File: config.mk
export PLATFORM = sky130hd
export DESIGN_NAME = gwwb_div_chain
export DESIGN_NICKNAME = d
export VERILOG_FILES = /design/src/rtl/core/assert_macros.svh /design/src/rtl/core/gwwb_pkg.sv /design/src/rtl/core/gwwb_div_cell.sv /design/src/rtl/core/gwwb_div_chain.sv
export SDC_FILE = /design/constraint.sdc
export NUM_CORES = 2
export LEC_CHECK = 0
export BUFFER_PORTS_ARGS = -buffer_cell sky130_fd_sc_hd__clkbuf_2
export CORE_UTILIZATION = 32
export CTS_CLUSTER_DIAMETER = 30
export DETAILED_ROUTE_END_ITERATION = 16
export PLACE_DENSITY_LB_ADDON = 0.2
export SYNTH_ARGS = -nofsm -noshare
export SYNTH_HDL_FRONTEND = slang
export SYNTH_SLANG_ARGS = --single-unit
File: constraint.sdc
create_clock -name clk -period 3.2 [get_ports clk]
set_input_delay 0.32 -clock clk [delete_from_list [all_inputs] [get_ports clk]]
set_output_delay 0.32 -clock clk [all_outputs]
set_load 0.005 [all_outputs]
File: src/rtl/core/assert_macros.svh
// Assertion macros used by gray_world_white_balance.
`ifndef ASSERT_MACROS_SVH
`define ASSERT_MACROS_SVH

// The consequent must hold in the same cycle as the antecedent.
`define GWWB_ASSERT_IMPL(lbl, ante, cons, msg) \
  lbl: assert property (@(posedge clk) disable iff (!rst_n) (ante) |-> (cons)) \
    else $error(msg);

// The consequent must hold in the cycle after the antecedent.
`define GWWB_ASSERT_NEXT(lbl, ante, cons, msg) \
  lbl: assert property (@(posedge clk) disable iff (!rst_n) (ante) |=> (cons)) \
    else $error(msg);

`endif

File: src/rtl/core/gwwb_pkg.sv
`timescale 1ns / 1ps

package gwwb_pkg;

  localparam int unsigned MAX_PIXELS = 4194304;

  localparam int CHAN_W = 8;
  localparam logic [CHAN_W-1:0] CHAN_MAX = 8'd255;
  localparam logic [CHAN_W-1:0] AVG_RESET = 8'd128;

  localparam int NCH = 3;
  localparam int CH_B = 0;
  localparam int CH_G = 1;
  localparam int CH_R = 2;

  // One quotient bit per cell; the top bit flags a quotient of 256 or more.
  localparam int QBITS = CHAN_W + 1;

  localparam longint unsigned SUM_MAX = 64'(CHAN_MAX) * 64'(MAX_PIXELS);
  localparam int SUM_W = $clog2(SUM_MAX + 64'd1);
  localparam int CNT_W = $clog2(64'(MAX_PIXELS) + 64'd1);
  localparam int PROD_W = 2 * CHAN_W;
  localparam int NUM_W = (SUM_W > PROD_W) ? SUM_W : PROD_W;
  localparam int DEN_W = (CNT_W > CHAN_W) ? CNT_W : CHAN_W;
  localparam int DW = (NUM_W > DEN_W + QBITS - 1) ? NUM_W : DEN_W + QBITS - 1;

  localparam logic [CNT_W-1:0] CNT_MAX = CNT_W'(MAX_PIXELS);

  typedef logic [CHAN_W-1:0] chan_t;

  typedef struct packed {
    logic [NCH-1:0][DW-1:0]    rem;
    logic [NCH-1:0][DW-1:0]    dsh;
    logic [NCH-1:0][QBITS-1:0] q;
    logic [NCH-1:0]            nz;
    logic                      is_avg;
    logic                      last;
  } stage_t;

endpackage

File: src/rtl/core/gwwb_div_cell.sv
`timescale 1ns / 1ps

module gwwb_div_cell (
  input  logic            clk,
  input  logic            rst_n,
  input  logic            en,
  input  logic            vld_i,
  input  gwwb_pkg::stage_t dat_i,
  output logic            vld_o,
  output gwwb_pkg::stage_t dat_o
);
  import gwwb_pkg::*;

  logic [NCH-1:0] ge;
  stage_t         dat_nxt;
  logic           vld_r;
  stage_t         dat_r;

  // Each cell settles one quotient bit per channel and halves the shifted divisor.
  always_comb begin
    dat_nxt = dat_i;
    for (int c = 0; c < NCH; c++) begin
      ge[c] = dat_i.rem[c] >= dat_i.dsh[c];
      dat_nxt.rem[c] = ge[c] ? (dat_i.rem[c] - dat_i.dsh[c]) : dat_i.rem[c];
      dat_nxt.dsh[c] = dat_i.dsh[c] >> 1;
      dat_nxt.q[c] = {dat_i.q[c][QBITS-2:0], ge[c]};
    end
  end

  always_ff @(posedge clk) begin
    if (!rst_n) begin
      vld_r <= 1'b0;
    end else if (en) begin
      vld_r <= vld_i;
    end
  end

  always_ff @(posedge clk) begin
    if (en) begin
      dat_r <= dat_nxt;
    end
  end

  assign vld_o = vld_r;
  assign dat_o = dat_r;

endmodule

File: src/rtl/core/gwwb_div_chain.sv
`timescale 1ns / 1ps

module gwwb_div_chain (
  input  logic            clk,
  input  logic            rst_n,
  input  logic            en,
  input  logic            vld_i,
  input  gwwb_pkg::stage_t dat_i,
  output logic            vld_o,
  output gwwb_pkg::stage_t dat_o
);
  import gwwb_pkg::*;

  logic   vld_w [QBITS+1];
  stage_t dat_w [QBITS+1];

  assign vld_w[0] = vld_i;
  assign dat_w[0] = dat_i;

  for (genvar k = 0; k < QBITS; k++) begin : g_cell
    gwwb_div_cell u_cell (
      .clk   (clk),
      .rst_n (rst_n),
      .en    (en),
      .vld_i (vld_w[k]),
      .dat_i (dat_w[k]),
      .vld_o (vld_w[k+1]),
      .dat_o (dat_w[k+1])
    );
  end

  assign vld_o = vld_w[QBITS];
  assign dat_o = dat_w[QBITS];

endmodule

==> flow_metrics.tcl <==
set metrics [dict create \
    slew-limit-headroom_pct 16.7 \
    use_met1_pct 25.1 \
    regToRegSetupSlack_ps -420 \
    reg2regPathDepth 15 \
    synth_ff_type "edfxtp_1" \
    synth_common_cells "edfxtp_1, inv_1, a21oi_1" \
    cts.path.max_buffers 4 \
    drc 0 \
    die_area_sq_mm 0.323 \
    clk_latency_ps 940 \
    yosysMostFrequentCell "edfxtp_1" \
    post_drt_wl_per_cell_um 18.9 \
    cts_tree "done" \
    drive_gt1_share_pct 34.8 \
    synth_top_family_by_area "compound AO/OA/AOI/OAI gates" \
    grt_first_pass_wirelength_mm 475 \
    antenna_found_initial 10 \
    clockRootBuffer "clkbuf_16" \
    setup-tns-final_ps -30290 \
    dpl_cell_area_sq_mm 0.122 \
    synth-xor-area-share_pct 5.98 \
    grtUsageTotal_pct 18.9 \
    critPathArrivalTime_ps 4290 \
    hpwl_mm 245 \
    final.setup_skew_ps 46.1 \
    hold_viol 0 \
    synthTopCellsByArea "edfxtp_1, ha_1, a21oi_1, xnor2_1, inv_1" \
    grt_overflow_total 0 \
    drtIter0Drc 4553 \
    io_buffers 386 \
    hp-start "dat_i[127]" \
    grt_pass1_vias 81300 \
    r2r_end "g_cell[1].u_cell.dat_o[211]" \
    synth.avg_cell_area_sq_um 10.7 \
    required_ps 3870 \
    synth_edf_count 1719 \
    pre_cts_ws_ps -746 \
    pwr-share-clk_pct 28.2 \
    worstSetupPathType "reg -> reg" \
    synthAdderAreaFrac_pct 9.42 \
    violations "setup timing" \
    place.gp.congestion 0.961 \
    rsz0062_at_grt "true" \
    fp.dieW_um 568 \
    core_sq_mm 0.319 \
    routed_via_density 4.81 \
    yosys.area.top_type "edfxtp_1" \
    ant_nets 0 \
    vias 81100 \
    start_util_pct 32.2 \
    min-delay-path-class "in -> reg" \
    slew_violations 0 \
    worst_slew_pin_slew_ps 1230 \
    synthSimpleGateAreaFrac_pct 10.7 \
    p_comb_share_pct 45.1 \
    drt_pass1_iterations 5 \
    startpoint "g_cell[0].u_cell.dat_o[95]" \
    stdcell_area_sq_mm 0.148 \
    period_needed_ps 3620 \
    busiest_layer "met2" \
    p_seq_share_pct 26.7 \
    htree_num_levels 5 \
    utilization_pct 46.4 \
    ys_ff_latch 1728 \
    synth-warning-count 0 \
    async_flop_share_pct 0 \
    cts.sinks 1728 \
    startpoint_type "register" \
    fmax_mhz 276 \
    cts_inserted_buffers 397 \
    peakVddDrop_v 0.000458 \
    finalSetupViolCount 211 \
    nets 13300 \
    pin_count 441 \
    clk_pin_slew_ps 40 \
    worst-path-max-fanout 5 \
    setup_ws_ps -419 \
    syn-cell-area_sq_mm 0.103 \
    totalWireLength_mm 319 \
    grt_max_degree 107 \
    sw_frac_of_total_pct 35.4 \
    post-route-period-util_pct 113 \
    critPathCapture "g_cell[1].u_cell.dat_o[211]" \
    netlist_instances 9584 \
    synth-seq-area-share_pct 50.5 \
    rows 207 \
    grt_util_met3_pct 2.16 \
    cp-end-kind "register" \
    die_height_um 568 \
    synth_mux_area_share_pct 2.24 \
    status "complete, but fails checks" \
    synth_cell_types 103 \
    grt_use_met2_pct 30.2 \
    drv_cap 0 \
    synth_top_area_share_pct 50.3 \
    fill_cells 29400 \
    reg2reg_from "g_cell[0].u_cell.dat_o[95]" \
    synthToLayoutAreaGrowth_pct 44.2 \
    internal_power_mw 92.6 \
    p_leak_nw 63.1 \
    synth-compound-area-share_pct 15.2 \
    p_sw_mw 50.7 \
    power_density_mw_per_mm2 969 \
]
[metrics by stage]
stage | total power [mW] | hold WS (ps) | std cells
2_1_floorplan | 68.9 | 400 | 9610
3_3_place_gp | 92.6 | 401 | 15500
3_5_place_dp | 93.1 | 405 | 15500
4_1_cts | 139 | 9.20 | 16700
5_1_grt | 151 | 9.37 | 16900
6_report | 143 | 35.1 | 16900
[worst min path at each step]
stage / end / slack [ps] / depth (start not counted)
6_report: g_cell[0].u_cell.dat_o[127] / 40 / 5
3_5_place_dp: g_cell[1].u_cell.dat_o[2] / 400 / 0
2_1_floorplan: g_cell[1].u_cell.dat_o[0] / 400 / 0
3_3_place_gp: g_cell[4].u_cell.dat_o[26] / 400 / 0
5_1_grt: g_cell[0].u_cell.dat_o[127] / 9 / 5
4_1_cts: g_cell[0].u_cell.dat_o[0] / 9 / 2
[sequential cells by signal, indices dropped and copies added, names as in the netlist]
| register | cells |
|---|---|
| g_cell.u_cell.dat_o | 1719 |
| g_cell.u_cell.vld_o | 9 |
[per-layer routing]
layer / vias to the layer above / part of all wire (%) / routed length [um]
li1: 40300 / - / -
met1: 38500 / 46 / 147000
met2: 1699 / 45 / 144000
met3: 601 / 3.3 / 10400
met4: 2 / 5.5 / 17600
met5: - / 0.0028 / 9
[cell usage in the layout (no fill, tap or decap), types with 285 or more instances in the layout]
cell type,instances
xnor2_1,403
inv_1,895
nor2_1,509
xor2_1,285
clkbuf_16,417
a21oi_1,645
edfxtp_1,1719
a21o_1,375
buf_4,1928
nand2_1,622
o21ai_0,412
ha_1,664
clkbuf_2,384
[power by group through the flow]
stage          Sequential [mW]  Combinational (mW)  Clock (mW)
2_1_floorplan             35.7                33.2           0
3_3_place_gp              38.4                54.3           0
3_5_place_dp              38.4                54.6           0
4_1_cts                   38.1                59.6        41.3
5_1_grt                   38.7                70.1        42.4
6_report                  38.2                64.6        40.4
[area by class of cell]
class	count	area (sq um)	share of cell area, %
flip-flops and latches	1728	51800	35.0
multi-input cells	6495	51100	34.6
repair buffers	2762	22500	15.2
clock buffers	433	10100	6.85
well taps	4180	5230	3.54
inverters	936	3540	2.39
clock inverters	308	3520	2.38
diodes	14	35.0	0.0237
repair inverters	1	7.51	0.00508
[worst max-delay path, stage by stage, from the launching register on]
cell and delay [ps]:
edfxtp_1 390, inv_2 90, ha_4 200, nor2b_4 120
o31a_1 270, o311ai_2 220, buf_4 170, o211ai_1 170
a221oi_4 310, o21ai_2 80, or4_4 430, a31oi_4 200
buf_4 150, buf_12 100, o21ai_4 100, mux2_4 380
[cells by family after synthesis]
| logic type | Yosys count |
|---|---|
| AOI/OAI and AO/OA | 2496 |
| DFF | 1728 |
| buffers and inverters | 1394 |
| and+or+nand+nor | 2302 |
| xor gates and xnor gates | 701 |
| muxes | 206 |
| other | 1 |
| adders and majority gates | 756 |
[timing repair]
item / CTS / global route
hold buffers: 196 / 2
setup buffers: 178 / 185
gates resized for setup: 751 / 888
setup endpoints to repair: 684 / 765
pin swaps: 247 / 410
cloned: 33 / 22
endpoints found under the hold margin: 220 / 2
(Power assumes the default switching activity.)
